**config.mk**
```make
export PLATFORM = sky130hd
export DESIGN_NAME = bmhq_controller
export DESIGN_NICKNAME = d
export VERILOG_FILES = /design/src/rtl/bmhq_pkg.sv /design/src/rtl/bmhq_controller.sv
export SDC_FILE = /design/constraint.sdc
export NUM_CORES = 1
export LEC_CHECK = 0
export BUFFER_PORTS_ARGS = -buffer_cell sky130_fd_sc_hd__buf_2
export CORE_AREA = 2 2 39 41
export CTS_BUF_LIST = sky130_fd_sc_hd__clkbuf_4 sky130_fd_sc_hd__clkbuf_8
export DETAILED_ROUTE_END_ITERATION = 6
export DIE_AREA = 0 0 41 43
export GPL_TIMING_DRIVEN = 0
export PLACE_DENSITY = 0.82
export SETUP_SLACK_MARGIN = 0.15
export SLEW_MARGIN = 25
export SYNTH_ARGS = -nofsm -noshare
export SYNTH_HDL_FRONTEND = slang
export SYNTH_SLANG_ARGS = --single-unit
export TNS_END_PERCENT = 5
```
**constraint.sdc**
```tcl
create_clock -name clk -period 1.95 [get_ports clk]
set_input_delay 0.195 -clock clk [delete_from_list [all_inputs] [get_ports clk]]
set_output_delay 0.195 -clock clk [all_outputs]
set_load 0.05 [all_outputs]
```
**src/rtl/bmhq_pkg.sv**
```systemverilog
package bmhq_pkg;

	// Fixed widths of the request and result fields.
	localparam int unsigned VAL_W = 31;
	localparam int unsigned CNT_W = 11;

	// Request operation codes.
	localparam logic OP_PUSH = 1'b0;
	localparam logic OP_POP  = 1'b1;

	// Result status codes.
	typedef enum logic [1:0] {
		ST_OK    = 2'd0,
		ST_EMPTY = 2'd1,
		ST_FULL  = 2'd2
	} status_t;

	// One request beat.
	typedef struct packed {
		logic             operation;
		logic [VAL_W-1:0] value;
	} req_t;

	// One result beat.
	typedef struct packed {
		logic [1:0]       status;
		logic [VAL_W-1:0] max_value;
		logic [CNT_W-1:0] count;
	} rsp_t;

	// Heap position whose store slot the read port addresses.
	typedef enum logic [2:0] {
		RA_ROOT,
		RA_TAIL,
		RA_PARENT,
		RA_LEFT,
		RA_RIGHT
	} rd_sel_t;

	// Source of the word written at the current position.
	typedef enum logic [1:0] {
		WD_KEY,
		WD_RDATA,
		WD_CHILD
	} wr_sel_t;

	// Commands from the controller to the datapath.
	typedef struct packed {
		logic    latch;
		logic    set_status;
		status_t status;
		logic    push_init;
		logic    rd_en;
		rd_sel_t rd_sel;
		logic    wr_en;
		wr_sel_t wr_sel;
		logic    cap_max;
		logic    pop_init;
		logic    pos_up;
		logic    cap_left;
		logic    cap_right;
		logic    pos_down;
	} cmd_t;

	// Status from the datapath to the controller.
	typedef struct packed {
		logic op_pop;
		logic full;
		logic empty;
		logic pos_is_root;
		logic no_left;
		logic has_right;
		logic key_gt_rd;
		logic rd_gt_child;
		logic key_lt_child;
	} flags_t;

endpackage

```
**src/rtl/bmhq_controller.sv**
```systemverilog
module bmhq_controller import bmhq_pkg::*; (
	input  logic   clk,
	input  logic   arst_n,
	input  logic   start,
	input  flags_t flags,
	output logic   busy,
	output logic   done,
	output cmd_t   cmd
);

	typedef enum logic [3:0] {
		S_IDLE,
		S_DECODE,
		S_UP_CHECK,
		S_UP_CMP,
		S_POP_ROOT,
		S_POP_TAIL,
		S_DN_CHECK,
		S_DN_LEFT,
		S_DN_RIGHT,
		S_DN_CMP
	} state_t;

	state_t state_q;
	state_t state_d;
	logic   done_q;
	logic   finish;

	// Step decode: commands and next state.
	always_comb begin
		cmd     = '0;
		state_d = state_q;
		finish  = 1'b0;
		unique case (state_q)
			S_IDLE: begin
				if (start) begin
					cmd.latch = 1'b1;
					state_d   = S_DECODE;
				end
			end
			S_DECODE: begin
				if (!flags.op_pop) begin
					if (flags.full) begin
						cmd.set_status = 1'b1;
						cmd.status     = ST_FULL;
						finish         = 1'b1;
					end else begin
						cmd.push_init = 1'b1;
						state_d       = S_UP_CHECK;
					end
				end else if (flags.empty) begin
					cmd.set_status = 1'b1;
					cmd.status     = ST_EMPTY;
					finish         = 1'b1;
				end else begin
					cmd.rd_en  = 1'b1;
					cmd.rd_sel = RA_ROOT;
					state_d    = S_POP_ROOT;
				end
			end
			// Sift up: fetch the parent unless the hole is at the root.
			S_UP_CHECK: begin
				if (flags.pos_is_root) begin
					cmd.wr_en  = 1'b1;
					cmd.wr_sel = WD_KEY;
					finish     = 1'b1;
				end else begin
					cmd.rd_en  = 1'b1;
					cmd.rd_sel = RA_PARENT;
					state_d    = S_UP_CMP;
				end
			end
			// A smaller parent moves down into the hole.
			S_UP_CMP: begin
				cmd.wr_en = 1'b1;
				if (flags.key_gt_rd) begin
					cmd.wr_sel = WD_RDATA;
					cmd.pos_up = 1'b1;
					state_d    = S_UP_CHECK;
				end else begin
					cmd.wr_sel = WD_KEY;
					finish     = 1'b1;
				end
			end
			S_POP_ROOT: begin
				cmd.cap_max = 1'b1;
				cmd.rd_en   = 1'b1;
				cmd.rd_sel  = RA_TAIL;
				state_d     = S_POP_TAIL;
			end
			S_POP_TAIL: begin
				cmd.pop_init = 1'b1;
				state_d      = S_DN_CHECK;
			end
			// Sift down: stop at a leaf, else fetch the children.
			S_DN_CHECK: begin
				if (flags.no_left) begin
					cmd.wr_en  = 1'b1;
					cmd.wr_sel = WD_KEY;
					finish     = 1'b1;
				end else begin
					cmd.rd_en  = 1'b1;
					cmd.rd_sel = RA_LEFT;
					state_d    = S_DN_LEFT;
				end
			end
			S_DN_LEFT: begin
				cmd.cap_left = 1'b1;
				if (flags.has_right) begin
					cmd.rd_en  = 1'b1;
					cmd.rd_sel = RA_RIGHT;
					state_d    = S_DN_RIGHT;
				end else begin
					state_d = S_DN_CMP;
				end
			end
			// The right child wins only when strictly larger.
			S_DN_RIGHT: begin
				cmd.cap_right = flags.rd_gt_child;
				state_d       = S_DN_CMP;
			end
			// A larger child moves up into the hole.
			S_DN_CMP: begin
				cmd.wr_en = 1'b1;
				if (flags.key_lt_child) begin
					cmd.wr_sel   = WD_CHILD;
					cmd.pos_down = 1'b1;
					state_d      = S_DN_CHECK;
				end else begin
					cmd.wr_sel = WD_KEY;
					finish     = 1'b1;
				end
			end
			default: begin
				state_d = S_IDLE;
			end
		endcase
		if (finish) begin
			state_d = S_IDLE;
		end
	end

	// State and the result strobe.
	always_ff @(posedge clk or negedge arst_n) begin
		if (!arst_n) begin
			state_q <= S_IDLE;
			done_q  <= 1'b0;
		end else begin
			state_q <= state_d;
			done_q  <= finish;
		end
	end

	assign busy = (state_q != S_IDLE);
	assign done = done_q;

	// The result beat appears only once the block is free again.
	a_done_idle: assert property (@(posedge clk) disable iff (!arst_n)
		done |-> !busy)
		else $error("result strobe while busy");

	// An accepted request always occupies the block next cycle.
	a_accept_busy: assert property (@(posedge clk) disable iff (!arst_n)
		(start && !busy) |=> busy && !done)
		else $error("accepted request did not start");

	// Each operation gives a single result beat.
	a_done_pulse: assert property (@(posedge clk) disable iff (!arst_n)
		done |=> !done)
		else $error("result strobe longer than one cycle");

endmodule
```
==> results.yml <==
timing:
  fin_hold_ws_ns: 0.298
  tightest_slew_ns: 0.246
  final.period_utilization_pct: 91.2
  post-route-min-period_ns: 1.78
  finalHoldViolCount: 0
  fmaxAchievable_mhz: 562
  finalClockSkew_ns: 0.00806
  report.final.slew_viol_count: 0
  slew_headroom_pct: 83.6
  setup_tns_ns: 0
  setup_viol: 0
  rsz0062_at_grt: "true"
routing:
  drt-total-wl_um: 1520
  drc_errors: 0
  wl_per_cell_um: 12.3
  ant_nets: 0
  viasPerCell: 5.31
  drt_pre_antenna_iters: 4
  drt_iter0_drc: 14
  vias: 659
final_layout:
  antenna_cells: 0
  syn_to_final_growth_pct: 43.7
  multiInputGateArea_um2: 412
  design_area_um2: 811
  num-fill-cells: 133
  drive_above_1_share_pct: 53.7
  seq_area_um2: 126
  nets: 121
place:
  place_congestion: 0.825
  dp_hpwl_um: 1250
  placed_area_um2: 749
  port-buffer-count: 31
global_route:
  grt_pass1_wl_um: 2350
  use_met3_pct: 3.66
  use_met1_pct: 24.5
  grt_use_total_pct: 19.1
  antenna_found_initial: 0
  first_global_vias: 550
  top_usage_layer: "met2"
  grt_max_degree: 11
  gr-usage-met2_pct: 30.6
  gr-total-overflow: 0
synthesis:
  synth_top_area_cell: "dfrtp_1"
  netlist.area_leader.share_pct: 22.2
  synth_ff_type: "dfrtp_1"
  synthTopCellsByCount: "nor2_1, nand2_1, dfrtp_1, nor3_1, and3_1"
  ys_types: 34
  ys_warn_count: 0
  synth_edf_count: 0
  synthesis.area_um2: 564
  ys_async_sr_fraction_pct: 100
  synth_area_leaders: "dfrtp_1, nor2_1, nand2_1"
  netlist_instances: 72
  ys_ff_latch: 5
  yosysSeqAreaShare_pct: 22.2
  syn-num-nets: 84
  synth.most_common_cell: "nor2_1"
  synth.avg_cell_area_um2: 7.84
clock_network:
  cts_made_buffers: 3
  insertion_delay_ns: 0.24
  cts_tree: "done"
  cts_buffer_depth: 2
  clock-root-buffer: "clkbuf_4"
  h-tree-depth: 1
  clkSinkCount: 5
  cts.clk_slew.worst_paths_ns: 0.05
  post_cts_buffers: 0
setup_path:
  slowest_delay_ns: 0.44
  crit_fanout: 10
  critical_path.cell_chain: "buf_6 -> and3_1 -> nor2_1 -> nor2_1 -> a311o_1 -> buf_2"
  slowest_stage: "dfrtp_2"
  criticalPathCategory: "flip-flop to primary output"
  rr_startpoint: "state_q[0]$_DFFE_PN0P_"
  worstSetupStartpoint: "state_q[0]$_DFFE_PN0P_"
  cpMostUsedCell: "nor2_1"
  cp-start-kind: "flip-flop"
  worstPathArrival_ns: 1.58
  endpoint_kind: "primary output"
  required_ns: 1.75
floorplanning:
  io_pins: 32
  die_x_um: 41
  initial_core_util_pct: 40.8
  rows: 14
  die_h_um: 43
  core-area_mm2: 0.00138
  dieArea_mm2: 0.00176
power_and_ir_drop:
  p_per_area_mw_per_mm2: 1920
  power_leakage_nw: 0.442
  clkPwrFrac_pct: 8.4
  swShare_pct: 59.1
  power_switching_mw: 0.918
  vdd_drop_max_v: 0.000888
  power_frac_seq_pct: 13.5
  comb_power_share_pct: 78.0
  p_int_mw: 0.636
job:
  max-cap-violations: 0
outcome:
  outcome: "finished, final reports clean"
min_path:
  min_path_type: "input port to async pin"
logic make-up after synthesis:
logic type	share of synthesized area, %
flops	22.2
simple gates	43.9
xor+xnor	1.55
compound gates	19.5
buf+inv	8.87
mux	3.99
per-layer routing:
metal  vias to the layer above  part of all wire (%)
met4                         0                   1.1
met5                         -                     0
met3                         2                   4.3
met1                       309                    41
met2                        19                    53
li1                        329                     -
placed cells by master (no fill, tap or decap), types with 2 or more instances in the layout:
master,n
nor2_1,9
nor2_2,2
a21oi_1,2
buf_2,29
dfrtp_1,4
and3_1,4
mux2_2,2
clkbuf_4,7
inv_1,2
buf_6,2
nor2b_2,2
nand2b_1,3
a21o_1,2
nor3b_2,3
nor3_1,4
buf_4,2
nand2_1,7
metrics by stage:
stage / instances / setup slack (ns) / utilization, % / total power, mW
after global placement: 119 / 0.397 / 54.2 / 1.37
final: 124 / 0.172 / 58.6 / 1.55
after global routing: 124 / 0.100 / 58.6 / 1.65
after detailed placement: 119 / 0.381 / 54.2 / 1.39
after floorplan: 72 / -0.141 / - / 1.16
after CTS: 124 / 0.143 / 57.2 / 1.53
area by class of cell:
cell class / instances / share of cell area [%]
Buffer: 5 / 5.56
Multi-Input combinational cell: 60 / 50.8
Timing Repair Buffer: 32 / 21.0
Clock buffer: 4 / 3.70
Sequential cell: 5 / 15.6
Tap cell: 16 / 2.47
Inverter: 2 / 0.926
flip-flops by register name (all words and copies together) (netlist names):
signal and cells:
done 1, state_q 4
worst paths after layout:
check,endpoint,slack (ns),cells after the start
worst max-delay path,cmd[12],0.17,6
worst min-delay path,done$_DFF_PN0_,0.30,2
worst max register to register,state_q[0]$_DFFE_PN0P_,0.59,5
worst min register to register,done$_DFF_PN0_,0.69,3
max in group asynchronous,state_q[0]$_DFFE_PN0P_,1.50,2
min in group clk,state_q[1]$_DFFE_PN0P_,0.39,3
what timing repair did:
| item | in CTS | in global routing |
|---|---|---|
| gates resized for setup | 1 | 6 |
| hold buffers | 1 | 0 |
| endpoints found under the setup margin | 1 | 8 |
| hold endpoints to repair | 5 | 0 |
worst max-delay path, delay by kind of cell, from the launching register on:
| kind | cells | cell delay (ns) |
|---|---|---|
| DFF | 1 | 0.44 |
| and+or+nand+nor | 3 | 0.27 |
| buffers and inverters | 2 | 0.36 |
| AOI/OAI and AO/OA | 1 | 0.26 |
power groups by stage:
stage / clock network (mW) / registers (mW) / logic [mW]
floorplan: 0 / 0.218 / 0.943
global placement: 0 / 0.202 / 1.17
detailed placement: 0 / 0.206 / 1.19
CTS: 0.134 / 0.205 / 1.19
global route: 0.145 / 0.216 / 1.29
finish: 0.131 / 0.210 / 1.21
Power figures use the tool's default switching activity.
